### src/rtl/rau_pkg.sv
`timescale 1ns / 1ps
// ----------------------------------------------------------------------------
// Rational arithmetic unit package
// Shared types, operation codes, controller states and command/status bundles.
// ----------------------------------------------------------------------------
package rau_pkg;

  localparam int WordBits = 32;
  localparam int CntBits  = 6;

  typedef enum logic [2:0] {
    OP_ADD = 3'd0,
    OP_SUB = 3'd1,
    OP_MUL = 3'd2,
    OP_DIV = 3'd3,
    OP_NEG = 3'd4,
    OP_NRM = 3'd5
  } op_t;

  typedef struct packed {
    logic [2:0]         mode;
    logic signed [31:0] a_num;
    logic signed [31:0] a_den;
    logic signed [31:0] b_num;
    logic signed [31:0] b_den;
  } rau_in_t;

  typedef struct packed {
    logic signed [31:0] res_num;
    logic signed [31:0] res_den;
    logic               overflow;
  } rau_out_t;

  typedef enum logic [3:0] {
    ST_IDLE,
    ST_MUL1,
    ST_MUL2,
    ST_MUL3,
    ST_SUM,
    ST_GCD_CHK,
    ST_GCD_DIV,
    ST_GCD_WAIT,
    ST_QN_DIV,
    ST_QN_WAIT,
    ST_QD_DIV,
    ST_QD_WAIT,
    ST_FIX,
    ST_DONE
  } state_t;

  typedef enum logic [3:0] {
    CMD_NONE,
    CMD_LOAD,
    CMD_MUL1,
    CMD_MUL2,
    CMD_MUL3,
    CMD_SUM,
    CMD_GCD_START,
    CMD_GCD_STEP,
    CMD_QN_START,
    CMD_QN_TAKE,
    CMD_QD_START,
    CMD_QD_TAKE,
    CMD_FIX
  } cmd_t;

  typedef struct packed {
    cmd_t cmd;
  } rau_ctl_t;

  typedef struct packed {
    logic y_zero;
    logic g_zero;
    logic div_done;
    logic mul_path;
  } rau_sts_t;

endpackage

### src/rtl/rau_divider.sv
`timescale 1ns / 1ps
// ----------------------------------------------------------------------------
// Rational arithmetic unit divider
// Restoring signed divider, one quotient bit per cycle, truncating result.
// ----------------------------------------------------------------------------
module rau_divider
  import rau_pkg::*;
(
  input  logic                       clk,
  input  logic                       rst,
  input  logic                       start,
  input  logic signed [WordBits-1:0] dividend,
  input  logic signed [WordBits-1:0] divisor,
  output logic                       done,
  output logic signed [WordBits-1:0] quot,
  output logic signed [WordBits-1:0] rem
);

  logic [WordBits-1:0] dvd;
  logic [WordBits-1:0] dvs;
  logic [WordBits:0]   part;
  logic [WordBits-1:0] q;
  logic                neg_q;
  logic                neg_r;
  logic                run;
  logic [CntBits-1:0]  cnt;
  logic [WordBits:0]   shifted;
  logic [WordBits:0]   trial;

  assign shifted = {part[WordBits-1:0], dvd[WordBits-1]};
  assign trial   = shifted - {1'b0, dvs};

  always_ff @(posedge clk) begin
    if (rst) begin
      run  <= 1'b0;
      done <= 1'b0;
      cnt  <= '0;
    end else begin
      done <= 1'b0;
      if (start) begin
        run   <= 1'b1;
        cnt   <= CntBits'(WordBits);
        dvd   <= dividend[WordBits-1] ? WordBits'(-dividend) : dividend;
        dvs   <= divisor[WordBits-1] ? WordBits'(-divisor) : divisor;
        neg_q <= dividend[WordBits-1] ^ divisor[WordBits-1];
        neg_r <= dividend[WordBits-1];
        part  <= '0;
        q     <= '0;
      end else if (run) begin
        dvd <= {dvd[WordBits-2:0], 1'b0};
        if (!trial[WordBits]) begin
          part <= trial;
          q    <= {q[WordBits-2:0], 1'b1};
        end else begin
          part <= shifted;
          q    <= {q[WordBits-2:0], 1'b0};
        end
        cnt <= cnt - 1'b1;
        if (cnt == CntBits'(1)) begin
          run  <= 1'b0;
          done <= 1'b1;
        end
      end
    end
  end

  assign quot = neg_q ? WordBits'(-q) : q;
  assign rem  = neg_r ? WordBits'(-part[WordBits-1:0]) : part[WordBits-1:0];

endmodule

### src/rtl/rau_datapath.sv
`timescale 1ns / 1ps
// ----------------------------------------------------------------------------
// Rational arithmetic unit datapath
// Cross products, Euclid loop and reduction on a shared multiplier/divider.
// ----------------------------------------------------------------------------
module rau_datapath
  import rau_pkg::*;
(
  input  logic     clk,
  input  logic     rst,
  input  rau_in_t  in_item,
  input  rau_ctl_t ctl,
  output rau_sts_t sts,
  output rau_out_t out_item
);

  localparam logic signed [WordBits-1:0] MinusOne = -1;

  logic [2:0]                 mode;
  logic signed [WordBits-1:0] an, ad, bn, bd;
  logic signed [WordBits-1:0] n, d, p, q, x, y, g;
  logic                       ov;
  logic signed [WordBits-1:0] ma, mb;
  logic signed [2*WordBits-1:0] prod;
  logic                       prod_ov;
  logic signed [WordBits:0]   sum;
  logic                       div_start;
  logic signed [WordBits-1:0] div_a, div_b, quot, rem;
  logic                       div_done;
  logic                       div_quot_ov;

  always_comb begin
    ma = an;
    mb = bd;
    case (ctl.cmd)
      CMD_MUL1: begin
        ma = an;
        mb = (mode == OP_MUL) ? bn : bd;
      end
      CMD_MUL2: begin
        ma = ad;
        mb = (mode == OP_MUL) ? bd : bn;
      end
      CMD_MUL3: begin
        ma = ad;
        mb = bd;
      end
      default: begin
        ma = an;
        mb = bd;
      end
    endcase
  end

  assign prod    = ma * mb;
  assign prod_ov = prod != {{WordBits{prod[WordBits-1]}}, prod[WordBits-1:0]};
  assign sum     = (mode == OP_ADD) ? ({p[WordBits-1], p} + {q[WordBits-1], q})
                                    : ({p[WordBits-1], p} - {q[WordBits-1], q});

  // g is captured on the same edge, so the first reduction divides by x
  always_comb begin
    div_start = 1'b0;
    div_a     = x;
    div_b     = y;
    case (ctl.cmd)
      CMD_GCD_START: div_start = 1'b1;
      CMD_QN_START: begin
        div_start = 1'b1;
        div_a     = n;
        div_b     = x;
      end
      CMD_QD_START: begin
        div_start = 1'b1;
        div_a     = d;
        div_b     = g;
      end
      default: div_start = 1'b0;
    endcase
  end

  rau_divider u_div (
    .clk      (clk),
    .rst      (rst),
    .start    (div_start),
    .dividend (div_a),
    .divisor  (div_b),
    .done     (div_done),
    .quot     (quot),
    .rem      (rem)
  );

  // quotient overflow only for most-negative / -1
  assign div_quot_ov = (g == MinusOne) &&
                       (quot == {1'b1, {(WordBits-1){1'b0}}});

  always_ff @(posedge clk) begin
    case (ctl.cmd)
      CMD_LOAD: begin
        mode <= in_item.mode;
        an   <= in_item.a_num;
        ad   <= in_item.a_den;
        bn   <= in_item.b_num;
        bd   <= in_item.b_den;
        ov   <= 1'b0;
        n    <= in_item.a_num;
        d    <= in_item.a_den;
        if (in_item.mode == OP_NEG) begin
          n  <= WordBits'(-in_item.a_num);
          ov <= in_item.a_num == {1'b1, {(WordBits-1){1'b0}}};
        end
      end
      CMD_MUL1: begin
        p  <= prod[WordBits-1:0];
        n  <= prod[WordBits-1:0];
        ov <= ov | prod_ov;
      end
      CMD_MUL2: begin
        q  <= prod[WordBits-1:0];
        d  <= prod[WordBits-1:0];
        ov <= ov | prod_ov;
      end
      CMD_MUL3: begin
        d  <= prod[WordBits-1:0];
        ov <= ov | prod_ov;
      end
      CMD_SUM: begin
        n  <= sum[WordBits-1:0];
        ov <= ov | (sum[WordBits] != sum[WordBits-1]);
      end
      CMD_GCD_START: begin
        if (x == '0 && y == '0) begin
          x <= n;
          y <= d;
        end
      end
      CMD_GCD_STEP: begin
        x <= y;
        y <= (y == MinusOne) ? '0 : rem;
      end
      CMD_QN_TAKE: begin
        n  <= quot;
        ov <= ov | div_quot_ov;
      end
      CMD_QD_TAKE: begin
        d  <= quot;
        ov <= ov | div_quot_ov;
      end
      CMD_FIX: begin
        if (n == '0) begin
          d <= WordBits'(1);
        end else if (d[WordBits-1]) begin
          n  <= WordBits'(-n);
          d  <= WordBits'(-d);
          ov <= ov | (n == {1'b1, {(WordBits-1){1'b0}}}) |
                (d == {1'b1, {(WordBits-1){1'b0}}});
        end
      end
      default: begin
      end
    endcase
    if (ctl.cmd == CMD_LOAD) begin
      x <= '0;
      y <= '0;
    end
    if (ctl.cmd == CMD_QN_START) begin
      g <= x;
    end
  end

  assign sts.y_zero   = (y == '0);
  assign sts.g_zero   = (x == '0);
  assign sts.div_done = div_done;
  assign sts.mul_path = (mode == OP_ADD) || (mode == OP_SUB) ||
                        (mode == OP_MUL) || (mode == OP_DIV);

  assign out_item.res_num  = n;
  assign out_item.res_den  = d;
  assign out_item.overflow = ov;

endmodule

### src/rtl/rau_ctrl.sv
`timescale 1ns / 1ps
// ----------------------------------------------------------------------------
// Rational arithmetic unit controller
// Sequences products, the Euclid loop, the two reductions and the sign fix.
// ----------------------------------------------------------------------------
module rau_ctrl
  import rau_pkg::*;
(
  input  logic     clk,
  input  logic     rst,
  input  logic     start,
  input  logic [2:0] mode,
  input  rau_sts_t sts,
  output rau_ctl_t ctl,
  output logic     busy,
  output logic     done
);

  state_t state, state_next;
  logic   mul3;

  always_ff @(posedge clk) begin
    if (rst) begin
      state <= ST_IDLE;
      mul3  <= 1'b0;
    end else begin
      state <= state_next;
      if (state == ST_IDLE && start) begin
        mul3 <= (mode == OP_ADD) || (mode == OP_SUB);
      end
    end
  end

  always_comb begin
    state_next = state;
    ctl.cmd    = CMD_NONE;
    busy       = 1'b1;
    done       = 1'b0;
    case (state)
      ST_IDLE: begin
        busy = 1'b0;
        if (start) begin
          ctl.cmd    = CMD_LOAD;
          state_next = ST_MUL1;
        end
      end
      ST_MUL1: begin
        if (sts.mul_path) begin
          ctl.cmd    = CMD_MUL1;
          state_next = ST_MUL2;
        end else begin
          state_next = ST_GCD_CHK;
        end
      end
      ST_MUL2: begin
        ctl.cmd    = CMD_MUL2;
        state_next = mul3 ? ST_MUL3 : ST_GCD_CHK;
      end
      ST_MUL3: begin
        ctl.cmd    = CMD_MUL3;
        state_next = ST_SUM;
      end
      ST_SUM: begin
        ctl.cmd    = CMD_SUM;
        state_next = ST_GCD_CHK;
      end
      ST_GCD_CHK: begin
        ctl.cmd    = CMD_GCD_START;
        state_next = ST_GCD_DIV;
      end
      ST_GCD_DIV: begin
        if (sts.y_zero) begin
          state_next = sts.g_zero ? ST_FIX : ST_QN_DIV;
        end else begin
          ctl.cmd    = CMD_GCD_START;
          state_next = ST_GCD_WAIT;
        end
      end
      ST_GCD_WAIT: begin
        if (sts.div_done) begin
          ctl.cmd    = CMD_GCD_STEP;
          state_next = ST_GCD_DIV;
        end
      end
      ST_QN_DIV: begin
        ctl.cmd    = CMD_QN_START;
        state_next = ST_QN_WAIT;
      end
      ST_QN_WAIT: begin
        if (sts.div_done) begin
          ctl.cmd    = CMD_QN_TAKE;
          state_next = ST_QD_DIV;
        end
      end
      ST_QD_DIV: begin
        ctl.cmd    = CMD_QD_START;
        state_next = ST_QD_WAIT;
      end
      ST_QD_WAIT: begin
        if (sts.div_done) begin
          ctl.cmd    = CMD_QD_TAKE;
          state_next = ST_FIX;
        end
      end
      ST_FIX: begin
        ctl.cmd    = CMD_FIX;
        state_next = ST_DONE;
      end
      ST_DONE: begin
        done       = 1'b1;
        state_next = ST_IDLE;
      end
      default: state_next = ST_IDLE;
    endcase
  end

endmodule

### src/rtl/rational_arithmetic_unit.sv
`timescale 1ns / 1ps
// ----------------------------------------------------------------------------
// Rational arithmetic unit
// Adds, subtracts, multiplies, divides, negates or normalizes fractions and
// returns the result in lowest terms with a wrap flag.
//
// Usage: drive cmd with an operation and two fractions and raise start while
// busy is low; that edge is the input transfer. busy then stays high until
// the result has been shown. The result appears on result for one cycle with
// valid high; the receiver cannot stall it.
// Sequence: up to three products and a sum, then Euclid on a shared
// radix-2 divider with one division per remainder step, then, unless the
// gcd is zero, two exact divisions, a sign fix and the result cycle. The
// worst case needs about 46 Euclid steps. A new transfer can be taken in
// the cycle after the result cycle; one item is in flight at a time.
// Reset clears the controller to idle; no result is pending after reset.
// ----------------------------------------------------------------------------
module rational_arithmetic_unit
  import rau_pkg::*;
(
  input  logic     clk,
  input  logic     rst,
  input  logic     start,
  input  rau_in_t  cmd,
  output logic     busy,
  output logic     valid,
  output rau_out_t result
);

  rau_ctl_t ctl;
  rau_sts_t sts;

  rau_ctrl u_ctrl (
    .clk   (clk),
    .rst   (rst),
    .start (start),
    .mode  (cmd.mode),
    .sts   (sts),
    .ctl   (ctl),
    .busy  (busy),
    .done  (valid)
  );

  rau_datapath u_dp (
    .clk      (clk),
    .rst      (rst),
    .in_item  (cmd),
    .ctl      (ctl),
    .sts      (sts),
    .out_item (result)
  );

endmodule

### config.mk
export PLATFORM = sky130hd
export DESIGN_NAME = rational_arithmetic_unit
export DESIGN_NICKNAME = d
export VERILOG_FILES = /design/src/rtl/rau_pkg.sv /design/src/rtl/rau_divider.sv /design/src/rtl/rau_datapath.sv /design/src/rtl/rau_ctrl.sv /design/src/rtl/rational_arithmetic_unit.sv
export SDC_FILE = /design/constraint.sdc
export NUM_CORES = 2
export LEC_CHECK = 0
export BUFFER_PORTS_ARGS = -buffer_cell sky130_fd_sc_hd__buf_4
export CAP_MARGIN = 20
export CORE_MARGIN = 10
export CORE_UTILIZATION = 40
export CTS_BUF_LIST = sky130_fd_sc_hd__clkbuf_2 sky130_fd_sc_hd__clkbuf_4 sky130_fd_sc_hd__clkbuf_8
export DETAILED_ROUTE_END_ITERATION = 8
export PLACE_DENSITY = 0.64
export SLEW_MARGIN = 10
export SYNTH_ARGS = -nofsm -noshare
export SYNTH_HDL_FRONTEND = slang
export SYNTH_SLANG_ARGS = --single-unit
### constraint.sdc
create_clock -name clk -period 28.5 [get_ports clk]
set_input_delay 2.85 -clock clk [delete_from_list [all_inputs] [get_ports clk]]
set_output_delay 2.85 -clock clk [all_outputs]
set_load 0.03 [all_outputs]
### After elaboration in Yosys (flattened, before gate mapping)

Cells that the tools add are included.

| word-level totals | value |
|---|---|
| register bits | 499 |
| latch bits | 0 |
| memory bits (writable) | 0 |
| memory bits (read-only) | 0 |
| input bits | 134 |
| output and inout bits | 67 |
| word-level logic and storage cells | 183 |
| memories | 0 |

| cells by class | value |
|---|---|
| add/subtract/negate cells | 11 |
| multipliers | 1 |
| div/mod/pow operators | 0 |
| order comparisons | 0 |
| equality and inequality tests | 47 |
| shift-type cells | 0 |
| muxes and demuxes | 58 |
| bitwise operators | 8 |
| reduce and logical (&&, ||, !) cells | 31 |

Operators by type and width:

| operator | number |
|---|---|
| 32-bit 2-to-1 mux | 19 |
| 32-bit case mux with 2 select lines | 5 |
| 32-bit negation | 7 |
| 32-bit case mux with 5 select lines | 1 |
| 32-bit == test (second input constant) | 4 |
| 32-bit case mux with 4 select lines | 1 |
| 4-bit case mux with 13 select lines | 2 |
| 32-bit zero test | 3 |
| 32-bit by 1-bit == test with 1-bit output (second input constant) | 2 |
| 32-bit by 32-bit multiplier with 64-bit output | 1 |
| 4-bit == test (second input constant) | 11 |
| 32-bit by 32-bit adder with 33-bit output | 1 |
| 33-bit 2-to-1 mux | 1 |
| 32-bit by 32-bit subtractor with 33-bit output | 1 |
| 33-bit by 32-bit subtractor with 33-bit output | 1 |
| 4-bit by 3-bit == test with 1-bit output (second input constant) | 8 |
| 32-bit != test | 1 |
| 31-bit 2-to-1 mux | 1 |
| 4-bit 2-to-1 mux | 7 |
| 4-bit by 2-bit == test with 1-bit output (second input constant) | 4 |
| 3-bit 2-to-1 mux | 5 |
| 1-bit 2-to-1 mux | 12 |
| 6-bit 2-to-1 mux | 2 |
| 2-bit by 1-bit != test with 1-bit output (second input constant) | 5 |
| other kinds (26) | 51 |

### Depth between registers and ports, before layout

| logic depth | value |
|---|---|
| depth after elaboration | 13 |
| mapped depth | 47 |
| gate-level depth less buffers | 37 |

### Modules after synthesis

From an unflattened synthesis, not the netlist that was laid out.

| unflattened totals | value |
|---|---|
| cells, all modules | 6,797 |
| area total of the unflattened synthesis | 65,246.3 µm² |

Modules (own cells, without submodules):

| module | times used | cells an instance | area each (µm²) | sequential area each (µm²) |
|---|---|---|---|---|
| rau_datapath | 1 | 5,735 | 55,105.4 | 10,049.6 |
| rau_divider | 1 | 983 | 9,641.7 | 4,063.9 |
| rau_ctrl | 1 | 79 | 499.2 | 100.1 |

### Worst setup path after synthesis

Ideal clock, no wire load.

| path | value |
|---|---|
| path type | register to register |
| start point | register u_ctrl.state[1] |
| end point | register u_dp.ov, data pin |
| data arrival time | 12.676 ns |
| slack | 15.560 ns |
| stages on the path, launching flop included | 37 |
| path buffers | 5 |
| path through | dfxtp_1 -> clkbuf_1 -> nand2_1 -> nor3_1 -> a2111o_1 -> clkbuf_1 -> buf_2 -> buf_2 -> mux2i_1 -> nor2_1 -> fa_1 -> inv_1 -> fa_1 -> inv_1 -> fa_1 -> fa_1 -> inv_1 -> fa_1 -> fa_1 -> fa_1 -> fa_1 -> inv_1 -> ha_1 -> clkbuf_1 -> nand4_1 -> nor3_1 -> a221oi_1 -> o21ai_0 -> a211o_1 -> a31oi_1 -> o21bai_1 -> a31oi_1 -> xor2_1 -> or3b_2 -> nor4b_1 -> or3b_1 -> o211ai_2 |

| between the ends | value |
|---|---|
| longest elaborated chain between the ends | 9 |
| elaborated cells on any way between the ends | 31 |
| those cells by class | mul: 1; eq/ne: 21; mux: 4; bitwise: 1; reduce/logical: 4 |

Ends and longest elaborated chain:

| item | line | RTL |
|---|---|---|
| start: declaration | rau_ctrl.sv:19 | `state_t state, state_next;` |
| start signal: assignment | rau_ctrl.sv:27 | `state <= state_next;` |
| 4-bit == test (tied with other cells) | rau_ctrl.sv:39 | `case (state)` |
| 4-bit case mux with 13 select lines * | rau_ctrl.sv:39 |  |
| 4-bit by 2-bit == test with 1-bit output / 4-bit by 3-bit == test with 1-bit output (equally long branches) | rau_datapath.sv:35, rau_datapath.sv:97 |  |
| 2-bit OR reduction (no source line) | - |  |
| 32-bit 2-to-1 mux | rau_datapath.sv:35 | `case (ctl.cmd)` |
| 32-bit by 32-bit multiplier with 64-bit output | rau_datapath.sv:55 | `assign prod = ma * mb;` |
| 32-bit != test | rau_datapath.sv:56 | `assign prod_ov = prod != {{WordBits{prod[WordBits-1]}}, prod[WordBits-1:0]};` |
| 1-bit bitwise OR | rau_datapath.sv:115, rau_datapath.sv:120, rau_datapath.sv:124 |  |
| 1-bit case mux with 5 select lines * | rau_datapath.sv:97 | `case (ctl.cmd)` |
| end signal: assignment | rau_datapath.sv:115 | `ov <= ov \| prod_ov;` |
| end signal: assignment | rau_datapath.sv:120 | `ov <= ov \| prod_ov;` |
| end signal: assignment | rau_datapath.sv:124 | `ov <= ov \| prod_ov;` |
| end: declaration | rau_datapath.sv:22 | `logic ov;` |

Mark *: on every way between the ends. The rest lies on a longest branch, timed or not.
A chain may end at the register's enable or synchronous reset.

### Worst setup path in the final report

| path | value |
|---|---|
| start point | register u_dp.y[0] |
| end point | register u_dp.ov, data pin |

| between the ends | value |
|---|---|
| longest elaborated chain between the ends | 10 |
| elaborated cells on any way between the ends | 20 |
| those cells by class | mul: 1; eq/ne: 9; mux: 5; bitwise: 1; reduce/logical: 4 |

Ends and longest elaborated chain:

| item | line | RTL |
|---|---|---|
| start: declaration | rau_datapath.sv:21 | `logic signed [WordBits-1:0] n, d, p, q, x, y, g;` |
| start signal: assignment | rau_datapath.sv:138 | `y <= (y == MinusOne) ? '0 : rem;` |
| 32-bit zero test * | rau_datapath.sv:170 | `assign sts.y_zero = (y == '0);` |
| 3-bit 2-to-1 mux * | rau_ctrl.sv:72 | `if (sts.y_zero) begin` |
| 4-bit case mux with 13 select lines * | rau_ctrl.sv:39 |  |
| 4-bit by 2-bit == test with 1-bit output / 4-bit by 3-bit == test with 1-bit output (equally long branches) | rau_datapath.sv:35, rau_datapath.sv:97 |  |
| 2-bit OR reduction (no source line) | - |  |
| 32-bit 2-to-1 mux | rau_datapath.sv:35 |  |
| 32-bit by 32-bit multiplier with 64-bit output | rau_datapath.sv:55 |  |
| 32-bit != test | rau_datapath.sv:56 |  |
| 1-bit bitwise OR | rau_datapath.sv:115, rau_datapath.sv:120, rau_datapath.sv:124 |  |
| 1-bit case mux with 5 select lines * | rau_datapath.sv:97 |  |

Marks and branches as above.

==> flow_summary_export.csv <==
group,metric,value,unit
clock_network,cts_tree,"yes",
worst_setup_path,required,28.97,ns
sta,worst_pin_slew,1.20,ns
layout,fin_area,70500,µm²
placement,place.gp.congestion,1.01,
worst_setup_path,crit_path_end_kind,"register",
floorplan,coreArea,160000,µm²
worst_setup_path,critPathArrivalTime,13.99,ns
clock_network,ctsHoldBuffers,0,
layout,fillerInstances,15500,
synthesis,synth_edf_count,422,
hold_path,holdCritPathClass,"reg2reg",
clock_network,cts.clk_slew.worst_paths,0.06,ns
layout,nNetsFinal,8376,
synthesis,syn_nets,8292,
floorplan,ioPinCount,201,
layout,syn_to_final_growth,9.64,%
synthesis,synthArstFlopShare,0,%
sta,hold_viol,0,
routing,vias,52900,
clock_network,post-cts-setup-buffer-count,0,
synthesis,synth_area,64300,µm²
status,outcome,"complete, no violations",
grt,grt_start_max_net_pins,107,
routing,final_antenna_net_count,0,
routing,dr.pass1.iters,7,
synthesis,seq_area_frac_synth,22.1,%
routing,finalWirelength,233,mm
sta,rsz0062_at_grt,"false",
grt,antenna_found_initial,17,
synthesis,synth_seq_cells,499,
grt,grt-ovfl-total,0,
floorplan,dieHeight,421,µm
routing,viasPerCell,5.78,
floorplan,die_w,421,µm
worst_setup_path,startpoint_type,"register",
layout,multi_input_area,45900,µm²
clock_network,clockBufferDepth,3,
run,max_cap_violations,0,
grt,grt_pass1_vias,54400,
floorplan,start_util,40.1,%
clock_network,cts_resized,0,
grt,grt_pass1_wl,351,mm
clock_network,cts.htree.levels,3,
layout,drive_gt1_share,8.38,%
sta,final.setup.tns,0,ns
sta,drv_slew,0,
clock_network,cts-root-buf,"clkbuf_8",
synthesis,synth_cell_types,88,
synthesis,syn_area_per_cell,9.43,µm²
placement,port_buffers,200,
worst_setup_path,crit_top_cell,"fa_1",
worst_setup_path,cp_max_fo,59,
sta,fmax,0.0739,GHz
floorplan,die-area,177000,µm²
synthesis,synth_warnings,0,
placement,place_area,68500,µm²
worst_setup_path,rrSetupSlack,14.97,ns
routing,wl_per_cell,25.5,µm
synthesis,netlist_instances,6815,
sta,setup-violations-final,0,
worst_setup_path,cp_slowest_cell,"mux2i_2",
sta,skew,0.0619,ns
clock_network,clock-sinks,499,
routing,route.detailed.drc,0,
layout,seq_area,14200,µm²
routing,drt_iter0_markers,6009,
placement,place_hpwl,185,mm
worst_setup_path,critical_path_class,"reg2reg",
sta,period_share,47.5,%
synthesis,synthFlopType,"edfxtp_1",
clock_network,worstSkewPairLatency,0.78,ns
clock_network,numCtsBuffers,83,
floorplan,rows,147,
worst_setup_path,cp_slowest_stage_delay,1.00,ns
sta,slew_headroom,18.2,%
sta,layout_min_cycle_time,13.53,ns
grt,grt_usage,26.0,%
==> critical path: cells and delay by family, from the launching register on <==
family | cells | cell delay (ns)
adders and majority gates | 9 | 4.37
and+or+nand+nor | 8 | 2.99
AOI/OAI and AO/OA | 10 | 2.69
buffers and inverters | 6 | 1.48
muxes | 1 | 1.00
DFF | 1 | 0.35
xor gates and xnor gates | 1 | 0.18
==> Yosys cell counts (all sizes together) (9+ instances only) <==
cell | n | area, µm²
or4 | 23 | 184
nor2 | 738 | 2770
fa | 1084 | 21700
o21a | 29 | 218
o31ai | 30 | 239
a21o | 72 | 541
and4 | 10 | 87.6
xnor2 | 196 | 1720
and3 | 25 | 156
mux2i | 75 | 751
nor2b | 20 | 125
o221ai | 14 | 123
nor3 | 86 | 430
a221o | 13 | 131
buf | 44 | 205
xor2 | 171 | 1500
nand2 | 994 | 3730
mux2 | 32 | 360
nand2b | 30 | 188
o21bai | 11 | 82.6
nor4 | 53 | 338
inv | 837 | 3140
or2 | 10 | 62.6
a31oi | 72 | 450
and2 | 48 | 300
a222oi | 9 | 90.1
o41ai | 14 | 123
nand4 | 45 | 282
o211ai | 17 | 133
nand3 | 107 | 536
o22ai | 12 | 75.1
a211oi | 23 | 173
a221oi | 30 | 263
o22a | 32 | 280
or3 | 35 | 219
clkbuf | 290 | 1090
dfxtp | 77 | 1540
o21ai | 247 | 1240
a21oi | 357 | 1790
a22oi | 22 | 165
edfxtp | 422 | 12700
ha | 259 | 3240
==> area by class of cell <==
type                            instances  area share, %
Antenna cell                           16         0.0568
Timing Repair Buffer                  333           3.66
Clock buffer                          100           1.86
Tap cell                             2160           3.83
Inverter                              841           4.49
Sequential cell                       499           20.2
Clock inverter                         51          0.792
Multi-Input combinational cell       5141           65.1
==> through the flow <==
stage          worst slack [ns]  util [%]  cells  hold WS [ns]
2_1_floorplan             15.56         -   6815         0.458
3_3_place_gp              15.33      42.7   8965         0.492
3_5_place_dp              15.19      42.8   8969         0.502
4_1_cts                   15.13      43.9   9120         0.514
5_1_grt                   14.54      44.0   9137         0.533
6_report                  14.97      44.0   9141         0.498
==> per-layer routing <==
| metal | GRT usage [%] | up-vias | part of all wire, % |
|---|---|---|---|
| met5 | 0 | - | 0 |
| met4 | 18.3 | 0 | 8.4 |
| met3 | 5.21 | 769 | 9.7 |
| met2 | 40.6 | 3008 | 45 |
| met1 | 32.2 | 26600 | 37 |
| li1 | - | 22500 | - |
==> placed cells by master, fill, tap and decap left out, types with 34 or more instances in the layout <==
cell and n:
clkbuf_8 90, or3_1 34, o21ai_0 245, a21o_1 72, mux2i_1 52, nand2_1 988, nor3_1 81, a21oi_1 356
xnor2_1 196, buf_4 325, ha_1 259, and2_1 47, fa_1 1084, nor4_1 52, nand4_1 45, dfxtp_1 77
a31oi_1 71, nand3_1 107, edfxtp_1 422, inv_1 835, xor2_1 170, nor2_1 732
==> path summary, 6_finish.rpt <==
path                                   end       start  cells after the start
worst min-delay path            u_dp.g[24]  u_dp.x[24]                      0
worst max-delay path               u_dp.ov   u_dp.y[0]                     35
worst max register to register     u_dp.ov   u_dp.y[0]                     35
worst min register to register  u_dp.g[24]  u_dp.x[24]                      0
==> logic make-up after synthesis <==
group | count (synthesis) | synth area share, %
multiplexers | 107 | 1.73
XOR/XNOR | 367 | 5.00
flip-flops | 499 | 22.1
AND/OR/NAND/NOR | 2257 | 15.1
AO/OA/AOI/OAI | 1067 | 10.4
buffers and inverters | 1175 | 6.92
adder cells (fa/ha/maj) | 1343 | 38.8
Power is left out: the tool's default activity adds up to more than one toggle a clock period on the data nets, which glitch-free logic cannot reach.
